[config.mk]
export PLATFORM = sky130hd
export DESIGN_NAME = text_codepoint_decoder
export DESIGN_NICKNAME = d
export VERILOG_FILES = /design/src/rtl/tcd_pkg.sv /design/src/rtl/tcd_norm.sv /design/src/rtl/tcd_decode.sv /design/src/rtl/text_codepoint_decoder.sv
export SDC_FILE = /design/constraint.sdc
export NUM_CORES = 1
export LEC_CHECK = 0
export ABC_AREA = 0
export BUFFER_PORTS_ARGS = -buffer_cell sky130_fd_sc_hd__buf_2
export CORE_MARGIN = 2
export CORE_UTILIZATION = 55
export DETAILED_ROUTE_END_ITERATION = 10
export PLACE_DENSITY_LB_ADDON = 0.3
export SLEW_MARGIN = 15
export SYNTH_ARGS = -nofsm -noshare
export SYNTH_HDL_FRONTEND = slang
export SYNTH_SLANG_ARGS = --single-unit
[constraint.sdc]
create_clock -name clk -period 7.06 [get_ports clk]
set_clock_uncertainty 0.2 [all_clocks]
set_input_delay 0.706 -clock clk [delete_from_list [all_inputs] [get_ports clk]]
set_output_delay 0.706 -clock clk [all_outputs]
set_load 0.01 [all_outputs]
[src/rtl/tcd_pkg.sv]
`timescale 1ns / 1ps
// Shared types and codes for the text code point decoder.
// No dependencies.
package tcd_pkg;

  localparam int CpW = 21;

  typedef enum logic [1:0] {
    MODE_RAW    = 2'd0,
    MODE_UTF8   = 2'd1,
    MODE_UTF16B = 2'd2,
    MODE_UTF16L = 2'd3
  } mode_t;

  typedef enum logic [3:0] {
    ST_CHAR     = 4'd0,
    ST_END      = 4'd1,
    ST_NULL     = 4'd2,
    ST_HIGHBYTE = 4'd3,
    ST_BADLEAD  = 4'd4,
    ST_BADCONT  = 4'd5,
    ST_U8SURR   = 4'd6,
    ST_TWOHIGH  = 4'd7,
    ST_LONELOW  = 4'd8,
    ST_MISSLOW  = 4'd9,
    ST_TRUNC    = 4'd10
  } status_t;

  // Decoder state carried between words
  typedef struct packed {
    logic [1:0]     bytes_rem;
    logic [CpW-1:0] partial;
    logic           fb_held;
    logic [7:0]     fb;
    logic           hh_pend;
    logic [9:0]     hh_bits;
    logic           after_cr;
    logic           halted;
  } dec_state_t;

  // Normalisation result for one complete code point
  typedef struct packed {
    logic           emit;
    logic           is_null;
    logic [CpW-1:0] cp;
    logic           after_cr;
  } norm_t;

endpackage

[src/rtl/tcd_norm.sv]
`timescale 1ns / 1ps
// Normalisation of one complete code point: null check, CR/LF folding,
// Unicode space/dash mapping, zero-width drop. Depends on tcd_pkg.
module tcd_norm (
  input  logic [tcd_pkg::CpW-1:0] cp,
  input  logic                    after_cr,
  input  logic                    unicode,
  output tcd_pkg::norm_t          res
);

  typedef enum logic [1:0] {
    CLS_KEEP  = 2'd0,
    CLS_SPACE = 2'd1,
    CLS_DROP  = 2'd2
  } cls_t;

  function automatic cls_t classify(input logic [tcd_pkg::CpW-1:0] v);
    cls_t c;
    c = CLS_KEEP;
    case (v)
      21'h0000A0, 21'h001680, 21'h002000, 21'h002001, 21'h002002,
      21'h002003, 21'h002004, 21'h002005, 21'h002006, 21'h002007,
      21'h002008, 21'h00202F, 21'h00205F, 21'h002012, 21'h002013,
      21'h002014, 21'h002212, 21'h003000: c = CLS_SPACE;
      21'h0000AD, 21'h002009, 21'h00200A, 21'h00200B, 21'h00200C,
      21'h00200D, 21'h002060, 21'h00FEFF: c = CLS_DROP;
      default: c = CLS_KEEP;
    endcase
    return c;
  endfunction

  cls_t cls;

  always_comb begin
    cls          = unicode ? classify(cp) : CLS_KEEP;
    res.emit     = 1'b1;
    res.is_null  = 1'b0;
    res.cp       = cp;
    res.after_cr = after_cr;
    if (cp == '0) begin
      res.is_null = 1'b1;
      res.cp      = '0;
    end else begin
      res.after_cr = 1'b0;
      if (after_cr && cp == 21'h00000A) begin
        res.emit = 1'b0;
      end else if (cls == CLS_DROP) begin
        res.emit = 1'b0;
      end else begin
        if (cls == CLS_SPACE) begin
          res.cp = 21'h000020;
        end
        if (cp == 21'h00000D) begin
          res.after_cr = 1'b1;
          res.cp       = 21'h00000A;
        end
      end
    end
  end

endmodule

[src/rtl/tcd_decode.sv]
`timescale 1ns / 1ps
// Single-pass decode of one word: UTF-8 / UTF-16 assembly, error checks,
// next state and result. Depends on tcd_pkg and tcd_norm.
module tcd_decode (
  input  tcd_pkg::mode_t          mode,
  input  tcd_pkg::dec_state_t     st,
  input  logic [7:0]              data_byte,
  input  logic                    eos,
  output tcd_pkg::dec_state_t     st_nxt,
  output logic                    res_valid,
  output logic [tcd_pkg::CpW-1:0] res_cp,
  output tcd_pkg::status_t        res_status
);

  tcd_pkg::dec_state_t    s;
  logic                   cand_valid;
  logic [tcd_pkg::CpW-1:0] cand_cp;
  logic                   err_valid;
  tcd_pkg::status_t       err_code;
  logic [tcd_pkg::CpW-1:0] pv;
  logic [15:0]            unit;
  tcd_pkg::norm_t         nres;

  tcd_norm u_norm (
    .cp       (cand_cp),
    .after_cr (st.after_cr),
    .unicode  (mode != tcd_pkg::MODE_RAW),
    .res      (nres)
  );

  always_comb begin
    s          = st;
    cand_valid = 1'b0;
    cand_cp    = '0;
    err_valid  = 1'b0;
    err_code   = tcd_pkg::ST_END;
    pv         = {st.partial[14:0], data_byte[5:0]};
    unit       = (mode == tcd_pkg::MODE_UTF16B) ? {st.fb, data_byte} : {data_byte, st.fb};
    if (st.halted) begin
      // hold
    end else if (eos) begin
      err_valid = 1'b1;
      if (st.bytes_rem != 2'd0 || st.fb_held || st.hh_pend) begin
        err_code = tcd_pkg::ST_TRUNC;
      end else begin
        err_code   = tcd_pkg::ST_END;
        s.after_cr = 1'b0;
      end
    end else begin
      unique case (mode)
        tcd_pkg::MODE_RAW: begin
          cand_valid = 1'b1;
          cand_cp    = {13'd0, data_byte};
        end
        tcd_pkg::MODE_UTF8: begin
          if (st.bytes_rem != 2'd0) begin
            if (data_byte[7:6] != 2'b10) begin
              err_valid = 1'b1;
              err_code  = tcd_pkg::ST_BADCONT;
            end else begin
              s.partial   = pv;
              s.bytes_rem = st.bytes_rem - 2'd1;
              if (st.bytes_rem == 2'd1) begin
                if (pv >= 21'h00D800 && pv < 21'h00E000) begin
                  err_valid = 1'b1;
                  err_code  = tcd_pkg::ST_U8SURR;
                end else begin
                  cand_valid = 1'b1;
                  cand_cp    = pv;
                end
              end
            end
          end else if (data_byte == 8'h00) begin
            err_valid = 1'b1;
            err_code  = tcd_pkg::ST_NULL;
          end else if (data_byte >= 8'hF5) begin
            err_valid = 1'b1;
            err_code  = tcd_pkg::ST_HIGHBYTE;
          end else if (data_byte >= 8'hF0) begin
            s.partial   = {18'd0, data_byte[2:0]};
            s.bytes_rem = 2'd3;
          end else if (data_byte >= 8'hE0) begin
            s.partial   = {17'd0, data_byte[3:0]};
            s.bytes_rem = 2'd2;
          end else if (data_byte >= 8'hC2) begin
            s.partial   = {16'd0, data_byte[4:0]};
            s.bytes_rem = 2'd1;
          end else if (data_byte >= 8'h80) begin
            err_valid = 1'b1;
            err_code  = tcd_pkg::ST_BADLEAD;
          end else begin
            cand_valid = 1'b1;
            cand_cp    = {13'd0, data_byte};
          end
        end
        tcd_pkg::MODE_UTF16B, tcd_pkg::MODE_UTF16L: begin
          if (!st.fb_held) begin
            s.fb      = data_byte;
            s.fb_held = 1'b1;
          end else begin
            s.fb_held = 1'b0;
            if (unit[15:10] == 6'b110110) begin
              if (st.hh_pend) begin
                err_valid = 1'b1;
                err_code  = tcd_pkg::ST_TWOHIGH;
              end else begin
                s.hh_pend = 1'b1;
                s.hh_bits = unit[9:0];
              end
            end else if (unit[15:10] == 6'b110111) begin
              if (!st.hh_pend) begin
                err_valid = 1'b1;
                err_code  = tcd_pkg::ST_LONELOW;
              end else begin
                s.hh_pend  = 1'b0;
                cand_valid = 1'b1;
                cand_cp    = 21'h010000 + {1'b0, st.hh_bits, unit[9:0]};
              end
            end else if (st.hh_pend) begin
              err_valid = 1'b1;
              err_code  = tcd_pkg::ST_MISSLOW;
            end else begin
              cand_valid = 1'b1;
              cand_cp    = {5'd0, unit};
            end
          end
        end
        default: begin
          cand_valid = 1'b0;
        end
      endcase
    end
  end

  always_comb begin
    st_nxt     = s;
    res_valid  = 1'b0;
    res_cp     = '0;
    res_status = tcd_pkg::ST_CHAR;
    if (err_valid) begin
      res_valid  = 1'b1;
      res_status = err_code;
      if (err_code != tcd_pkg::ST_END) begin
        st_nxt.halted = 1'b1;
      end
    end else if (cand_valid) begin
      st_nxt.after_cr = nres.after_cr;
      res_valid       = nres.emit;
      res_cp          = nres.cp;
      if (nres.is_null) begin
        res_status    = tcd_pkg::ST_NULL;
        st_nxt.halted = 1'b1;
      end
    end
  end

endmodule

[src/rtl/text_codepoint_decoder.sv]
`timescale 1ns / 1ps
// Top level of the text code point decoder: input register, decode state,
// mode register and result register. Depends on tcd_pkg and tcd_decode.
//
// Decodes one byte a cycle as raw 8-bit, UTF-8 or UTF-16 (BE/LE) and gives
// at most one code point or status word per byte. A byte is decoded in one
// pass of logic between the input register and the result register, so the
// block sustains one byte per clock while out_ready is high; the result
// word comes from the result register. A result waiting on out_ready holds
// the byte behind it, and in_ready falls once both registers are full.
// Any error status halts the output until reset; the end status does not.
// Writing the mode (cfg_ready is always high) clears any partly decoded
// character; write it only with no bytes in flight.
module text_codepoint_decoder (
  input  logic                    clk,
  input  logic                    rst_n,
  input  logic                    in_valid,
  output logic                    in_ready,
  input  logic [7:0]              in_data_byte,
  input  logic                    in_end_of_stream,
  output logic                    out_valid,
  input  logic                    out_ready,
  output logic [tcd_pkg::CpW-1:0] out_codepoint,
  output logic [3:0]              out_status,
  input  logic                    cfg_valid,
  output logic                    cfg_ready,
  input  logic [1:0]              cfg_encoding_mode
);

  logic                    s1_valid_r, s1_valid_nxt;
  logic [7:0]              s1_byte_r;
  logic                    s1_eos_r;
  logic                    s1_adv;
  tcd_pkg::mode_t          mode_r;
  tcd_pkg::dec_state_t     st_r, st_nxt, dec_nxt;
  logic                    out_valid_r, out_valid_nxt;
  logic [tcd_pkg::CpW-1:0] out_cp_r;
  tcd_pkg::status_t        out_status_r;
  logic                    res_valid;
  logic [tcd_pkg::CpW-1:0] res_cp;
  tcd_pkg::status_t        res_status;

  tcd_decode u_decode (
    .mode       (mode_r),
    .st         (st_r),
    .data_byte  (s1_byte_r),
    .eos        (s1_eos_r),
    .st_nxt     (dec_nxt),
    .res_valid  (res_valid),
    .res_cp     (res_cp),
    .res_status (res_status)
  );

  assign s1_adv    = s1_valid_r && (!out_valid_r || out_ready);
  assign in_ready  = !s1_valid_r || s1_adv;
  assign cfg_ready = 1'b1;

  assign out_valid     = out_valid_r;
  assign out_codepoint = out_cp_r;
  assign out_status    = out_status_r;

  always_comb begin
    s1_valid_nxt = s1_valid_r;
    if (in_valid && in_ready) begin
      s1_valid_nxt = 1'b1;
    end else if (s1_adv) begin
      s1_valid_nxt = 1'b0;
    end
    out_valid_nxt = out_valid_r;
    if (s1_adv && res_valid) begin
      out_valid_nxt = 1'b1;
    end else if (out_ready) begin
      out_valid_nxt = 1'b0;
    end
    st_nxt = st_r;
    if (cfg_valid) begin
      // drop any partly decoded character, keep CR mark and halt
      st_nxt.bytes_rem = '0;
      st_nxt.partial   = '0;
      st_nxt.fb_held   = 1'b0;
      st_nxt.fb        = '0;
      st_nxt.hh_pend   = 1'b0;
      st_nxt.hh_bits   = '0;
    end else if (s1_adv) begin
      st_nxt = dec_nxt;
    end
  end

  always_ff @(posedge clk) begin
    if (!rst_n) begin
      s1_valid_r  <= 1'b0;
      out_valid_r <= 1'b0;
      mode_r      <= tcd_pkg::MODE_UTF8;
      st_r        <= '0;
    end else begin
      s1_valid_r  <= s1_valid_nxt;
      out_valid_r <= out_valid_nxt;
      st_r        <= st_nxt;
      if (cfg_valid) begin
        mode_r <= tcd_pkg::mode_t'(cfg_encoding_mode);
      end
    end
  end

  always_ff @(posedge clk) begin
    if (in_valid && in_ready) begin
      s1_byte_r <= in_data_byte;
      s1_eos_r  <= in_end_of_stream;
    end
    if (s1_adv && res_valid) begin
      out_cp_r     <= res_cp;
      out_status_r <= res_status;
    end
  end

endmodule

Word level (Yosys, flattened, before mapping)
Cells that the tools add are included.
- bits in registers: 77
- input port bits: 16
- output and inout bits: 28
- word-level logic and storage cells: 219
- add/sub/neg operators: 2
- magnitude comparators: 7
- equality and inequality tests: 43
- muxes and demuxes: 111
- bitwise logic cells: 7
- reduce and logical (&&, ||, !) cells: 34
- operator list (operator ; number):
    equality test 21 x 14 -> 1 bit, second input constant ; 22
    two-way mux 21 bit ; 16
    two-way mux 23 bit ; 7
    two-way mux 22 bit ; 3
    two-way mux 4 bit ; 16
    case mux 21 bit (3 select lines) ; 1
    two-way mux 1 bit ; 53
    equality test 21 x 4 -> 1 bit, second input constant ; 2
    equality test 21 x 8 -> 1 bit, second input constant ; 2
    >= comparator 8 bit, second input constant ; 5
    two-way mux 16 bit ; 2
    adder 17 x 20 -> 21 bit, first input constant ; 1
    equality test 21 x 13 -> 1 bit, second input constant ; 1
    equality test 21 x 16 -> 1 bit, second input constant ; 1
    >= comparator 21 x 16 -> 1 bit, second input constant ; 1
    logical NOT 21 bit ; 1
    less-than comparator 21 x 16 -> 1 bit, second input constant ; 1
    OR reduction 18 bit ; 1
    nonzero test 2 bit ; 7
    equality test 6 bit, second input constant ; 2
    two-way mux 3 bit ; 4
    AND reduction 5 bit ; 2
    logical NOT 8 bit ; 1
    two-way mux 2 bit ; 4
    other kinds (26) ; 48

Depth between registers and ports, before layout
- depth in word-level cells: 23
- gate-level depth with buffers: 14
- gate-level depth less buffers: 11

Cells and area by module
Synthesis repeated with hierarchy kept, for this count alone.
- cell total of the unflattened synthesis: 651
- area total of the unflattened synthesis: 5664.2 sq um
- modules (own cells, without submodules) (module ; instances ; cells each ; area an instance (sq um) ; seq. area each (sq um)):
    text_codepoint_decoder ; 1 ; 262 ; 3025.4 ; 2001.9
    tcd_decode ; 1 ; 299 ; 2073.2 ; 0.0
    tcd_norm ; 1 ; 90 ; 565.5 ; 0.0

Least setup slack after synthesis
No wires, ideal clock.
- kind: register -> register
- start point: register s1_byte_r[5]
- end point: register out_cp_r (netlist bit out_codepoint[0]) (enable)
- library setup time: 0.407 ns
- arrival time: 3.777 ns
- required time: 6.453 ns
- path slack: 2.676 ns
- cell stages (with the launch flop): 13
- path buffers: 2
- period minus slack after synthesis: 4.384 ns
- cells stage by stage: edfxtp_1 -> clkbuf_1 -> nand3b_1 -> o32ai_4 -> a21oi_1 -> clkbuf_1 -> o211a_1 -> a2111o_2 -> nor3_2 -> nand4_1 -> nand4_1 -> o21ai_0 -> nor2_1
- cells in the longest elaborated chain, start to end: 22
- elaborated cells between the ends (all ways): 103
- classes of those cells: 1 x add/sub; 7 x order compare; 30 x eq/ne; 58 x mux; 7 x reduce/logical
- RTL lines (what ; line ; text):
    start, declared ; text_codepoint_decoder.sv:31 ; logic [7:0] s1_byte_r;
    start signal, assigned ; text_codepoint_decoder.sv:107 ; s1_byte_r <= in_data_byte;
    >= comparator 8 bit ; tcd_decode.sv:88 ; end else if (data_byte >= 8'h80) begin
    two-way mux 8 bit ; tcd_decode.sv:88 ;
    two-way mux 21 bit ; tcd_decode.sv:85 ; end else if (data_byte >= 8'hC2) begin
    two-way mux 21 bit ; tcd_decode.sv:82 ; end else if (data_byte >= 8'hE0) begin
    two-way mux 21 bit ; tcd_decode.sv:79 ; end else if (data_byte >= 8'hF0) begin
    two-way mux 21 bit ; tcd_decode.sv:76 ; end else if (data_byte >= 8'hF5) begin
    two-way mux 21 bit ; tcd_decode.sv:73 ; end else if (data_byte == 8'h00) begin
    two-way mux 21 bit ; tcd_decode.sv:56 ; if (st.bytes_rem != 2'd0) begin
    [6 not listed] ; n/a ;
    two-way mux 2 bit ; tcd_norm.sv:35 ; cls = unicode ? classify(cp) : CLS_KEEP;
    equality test 2 bit ; tcd_norm.sv:47 ; end else if (cls == CLS_DROP) begin
    two-way mux 1 bit ; tcd_norm.sv:47 ;
    two-way mux 1 bit ; tcd_norm.sv:45 ; if (after_cr && cp == 21'h00000A) begin
    two-way mux 1 bit ; tcd_norm.sv:40 ; if (cp == '0) begin
    two-way mux 1 bit ; tcd_decode.sv:146 ; end else if (cand_valid) begin
    two-way mux 1 bit (*) ; tcd_decode.sv:140 ; if (err_valid) begin
    logical AND 1 bit (*) ; text_codepoint_decoder.sv:110 ; if (s1_adv && res_valid) begin
    end signal, assigned ; text_codepoint_decoder.sv:111 ; out_cp_r <= res_cp;
    end, declared ; text_codepoint_decoder.sv:37 ; logic [tcd_pkg::CpW-1:0] out_cp_r;
Every way passes the cells marked *; elsewhere a longest branch is shown, timed or not.
A chain may end at the register's enable or synchronous reset.

Final worst setup path
- start point: register mode_r[1]
- end point: register out_cp_r (netlist bit out_codepoint[10]) (enable)
- cells in the longest elaborated chain, start to end: 21
- elaborated cells between the ends (all ways): 70
- classes of those cells: 1 x add/sub; 33 x eq/ne; 28 x mux; 8 x reduce/logical
- RTL lines (what ; line ; text):
    start, declared ; text_codepoint_decoder.sv:34 ; tcd_pkg::mode_t mode_r;
    start signal, assigned ; text_codepoint_decoder.sv:93 ; mode_r <= tcd_pkg::MODE_UTF8;
    start signal, assigned ; text_codepoint_decoder.sv:100 ; mode_r <= tcd_pkg::mode_t'(cfg_encoding_mode);
    equality test 2 bit ; tcd_decode.sv:38, tcd_decode.sv:50 ;
    two-way mux 16 bit ; tcd_decode.sv:38 ; unit = (mode == tcd_pkg::MODE_UTF16B) ? {st.fb, data_byte} : {data_byte, st.fb};
    adder 17 x 20 -> 21 bit ; tcd_decode.sv:117 ; cand_cp = 21'h010000 + {1'b0, st.hh_bits, unit[9:0]};
    two-way mux 21 bit ; tcd_decode.sv:111 ; if (!st.hh_pend) begin
    two-way mux 21 bit ; tcd_decode.sv:110 ; end else if (unit[15:10] == 6'b110111) begin
    two-way mux 21 bit ; tcd_decode.sv:102 ; if (unit[15:10] == 6'b110110) begin
    two-way mux 21 bit ; tcd_decode.sv:97 ; if (!st.fb_held) begin
    case mux 21 bit (3 select lines) ; tcd_decode.sv:50 ; unique case (mode)
    [5 not listed] ; n/a ;
    two-way mux 2 bit ; tcd_norm.sv:35 ;
    equality test 2 bit ; tcd_norm.sv:47 ;
    two-way mux 1 bit ; tcd_norm.sv:47 ;
    two-way mux 1 bit ; tcd_norm.sv:45 ;
    two-way mux 1 bit ; tcd_norm.sv:40 ;
    two-way mux 1 bit ; tcd_decode.sv:146 ;
    two-way mux 1 bit (*) ; tcd_decode.sv:140 ;
    logical AND 1 bit (*) ; text_codepoint_decoder.sv:110 ;
Marks and branches as above.

==> results.md <==
* Nets@finish at 624
* Setup TNS at 0 ns
* PD cells at 177 mW/mm^2
* Top post-synthesis cells by area: edfxtp_1, dfxtp_1, nor2_1
* Routed vias/inst at 6.69
* Largest family of logic cells by synthesized area: simple AND/OR/NAND/NOR gates
* Hold Startpoint: st_r[3]
* Post-Synth Adder-Cell Area at 0.743%
* Area share of the largest cell type after synthesis at 20.2%
* Max Cap Viol at 0
* Antenna viol nets, final at 0
* XOR/XNOR Fraction of Synth Area at 0.694%
* Critical path endpoint category: flop
* Final hold slack at 0.295 ns
* Max-slew violations at 0
* Area Overhead vs Synth at 5.85%
* VDD IR max at 118 uV
* Cts bufs inserted at 9
* Post-DP HPWL at 11,400 um
* Final setup fails at 0
* Ys async rst share at 0%
* Clk pin slew, worst setup/hold paths at 0.09 ns
* Hold crit path type: flop to flop
* Number of DRC markers in iteration 0 at 364
* I/O pins at 44
* CTS H-tree lvls at 3
* Worst Hold End: st_r[3]
* Synth Area in Simple Gates at 27.5%
* DIE WIDTH at 99.8 um
* Mapped Area at 0.00505 mm^2
* Unrepaired setup endpoints after global routing: false
* Total global routing overflow at 0
* Worst setup path category: flop to flop
* CTS tree: yes
* First-pass GRT wire length at 23,600 um
* Outcome: complete, no violations
* F_max at 182 MHz
* Die footprint at 0.00996 mm^2
* Share of layout cells above drive strength 1 at 16.1%
* R2R cell count at 10
* Setup bufs post-CTS at 0
* Root buf cell: clkbuf_8
* R2R Path End: out_codepoint[10]
* DRC violations left at 0
* Complex-gate fraction of the synthesized area at 23.7%
* Synth Instances at 589
* Cell taking the most area after synthesis: edfxtp_1
* DR vias at 4,803
* Crit Path Max Fanout at 25
* Tmin final at 5.50 ns
* 1st-pass router iterations at 6
* Max Root-Sink Buffers at 2
* Least-Margin Pin Slew at 1.12 ns
* Clk sinks at 77
* Mux cell area share after synthesis at 3.77%
* # rows at 34
* Synth cell types at 91
* Worst skew pair latency at 0.36 ns
* I/O Buffers at 42
* Starting Density at 57.3%
* Initial antenna violation count at 0
* Post-DR wirelength/cell at 21.0 um
* Reg2reg start: mode_r[1]
* Post-synth net total at 608
* Count leader, synth: nor2_1
* YS warnings at 0
* Core area at 0.00881 mm^2
* Hold path depth at 2
* Hold buffer count at cts at 0
* LEAKAGE at 0.00187 uW
* Synth Area per Inst at 8.57 um^2
* Final wirelength at 15,100 um
* Total track usage at 30.4%
* Die extent in y at 99.8 um
* Synth top cells by count: nor2_1, nand2_1, dfxtp_1
* Vias in the first global route at 4,484
* Final Cycle Share at 77.9%
* Pin count of the biggest net entering global routing at 38
* FF-to-FF setup slack at 1.56 ns
* Flops & latches, synth at 77
* EDFF count, synth at 34
* Post-CTS sizing at 0
* WP data arrival at 5.28 ns
* Worst slew margin at 25.4%
* CP required at 6.84 ns
* Hold Vio Cnt, Final at 0
* Diode count at 0
* Placer congestion estimate at 1.02
* CP startpoint kind: flop
* Register area share after synthesis at 37.3%
* Ys flop type: dfxtp_1
layout by cell type (no fill, tap or decap), drive strengths merged, types with 4 or more instances in the layout:
| cell type | netlist | layout |
|---|---|---|
| o21bai | 4 | 4 |
| mux2i | 19 | 19 |
| dfxtp | 43 | 43 |
| a32o | 4 | 4 |
| nor3 | 19 | 19 |
| o32ai | 7 | 7 |
| nand4 | 9 | 9 |
| or4 | 5 | 5 |
| nand2 | 58 | 58 |
| nor3b | 4 | 4 |
| a21oi | 40 | 40 |
| a22oi | 16 | 16 |
| o22ai | 10 | 10 |
| buf | 17 | 45 |
| nor4b | 4 | 4 |
| a211oi | 6 | 6 |
| inv | 11 | 15 |
| nand2b | 7 | 7 |
| or2 | 5 | 5 |
| nor2 | 96 | 96 |
| a31oi | 7 | 7 |
| o211ai | 5 | 5 |
| nand3 | 18 | 18 |
| nand3b | 5 | 5 |
| edfxtp | 34 | 34 |
| a221oi | 4 | 4 |
| and3 | 13 | 13 |
| and2 | 4 | 4 |
| o21ai | 21 | 21 |
| or3 | 7 | 7 |
| nor2b | 4 | 4 |
| a211o | 5 | 5 |
| clkbuf | 22 | 10 |
| nor4 | 5 | 5 |
flip-flops by register name, summed over array words and instances, names as in the netlist:
register / cells
out_valid: 1
out_codepoint: 21
s1_byte_r: 8
mode_r: 2
st_r: 39
s1_eos_r: 1
s1_valid_r: 1
out_status: 4
cell families after synthesis:
| kind of cell | count (synthesis) |
|---|---|
| mux | 19 |
| buf+inv | 51 |
| other cells | 1 |
| flops | 77 |
| fa+ha+maj | 3 |
| compound gates | 159 |
| simple gates | 275 |
| xor+xnor | 4 |
metrics by stage:
step	total power (uW)	worst slack (ns)	util, %	area (um^2)	cells
floorplan	584	2.68	-	5050	589
global placement	613	1.88	58.4	5150	702
detailed placement	614	1.70	58.4	5150	702
CTS	951	1.69	60.7	5350	718
global route	979	1.19	60.7	5350	718
finish	944	1.56	60.7	5350	718
how the worst max path moves through the flow:
stage	start	end	slack (ns)	cells after the start
6_report	mode_r[1]	out_codepoint[10]	1.56	10
5_1_grt	mode_r[0]	out_codepoint[3]	1.19	10
4_1_cts	mode_r[1]	out_codepoint[15]	1.69	10
3_5_place_dp	mode_r[1]	out_codepoint[18]	1.70	10
3_3_place_gp	mode_r[1]	out_codepoint[17]	1.88	10
2_1_floorplan	s1_byte_r[5]	out_codepoint[0]	2.68	12
power by group:
group          switching (uW)  total, uW  leakage (uW)  internal (uW)
clock network             183        337      0.000101            155
logic                    78.1        116       0.00109           37.6
registers                15.4        491      0.000680            476
total                     276        944       0.00187            668
per-layer routing:
layer / track usage [%] / vias to the layer above / share of wire [%]
li1: - / 2234 / -
met1: 42.1 / 2295 / 44
met2: 48.2 / 236 / 45
met3: 4.25 / 38 / 7.2
met4: 12.1 / 0 / 3.4
met5: 0 / - / 0
area by class of cell:
cell class / instances / area [um^2]
multi-input cells: 461 / 2860
well taps: 108 / 135
inverters: 11 / 41.3
clock buffers: 10 / 149
flip-flops and latches: 77 / 1880
fillers: 777 / 3460
clock inverters: 6 / 50.0
repair buffers: 45 / 233
critical path, cell delays in order, from the launching register on:
cell and delay, ns:
dfxtp_1 0.59, nand2b_1 0.48, a32oi_1 1.05, o22a_2 0.39, o32ai_1 0.10, a2111o_2 0.57
nor3_2 0.32, nand4_1 0.25, nand4_1 0.18, o21ai_0 0.12, nor2_2 0.86
Power figures use the tool's default switching activity.
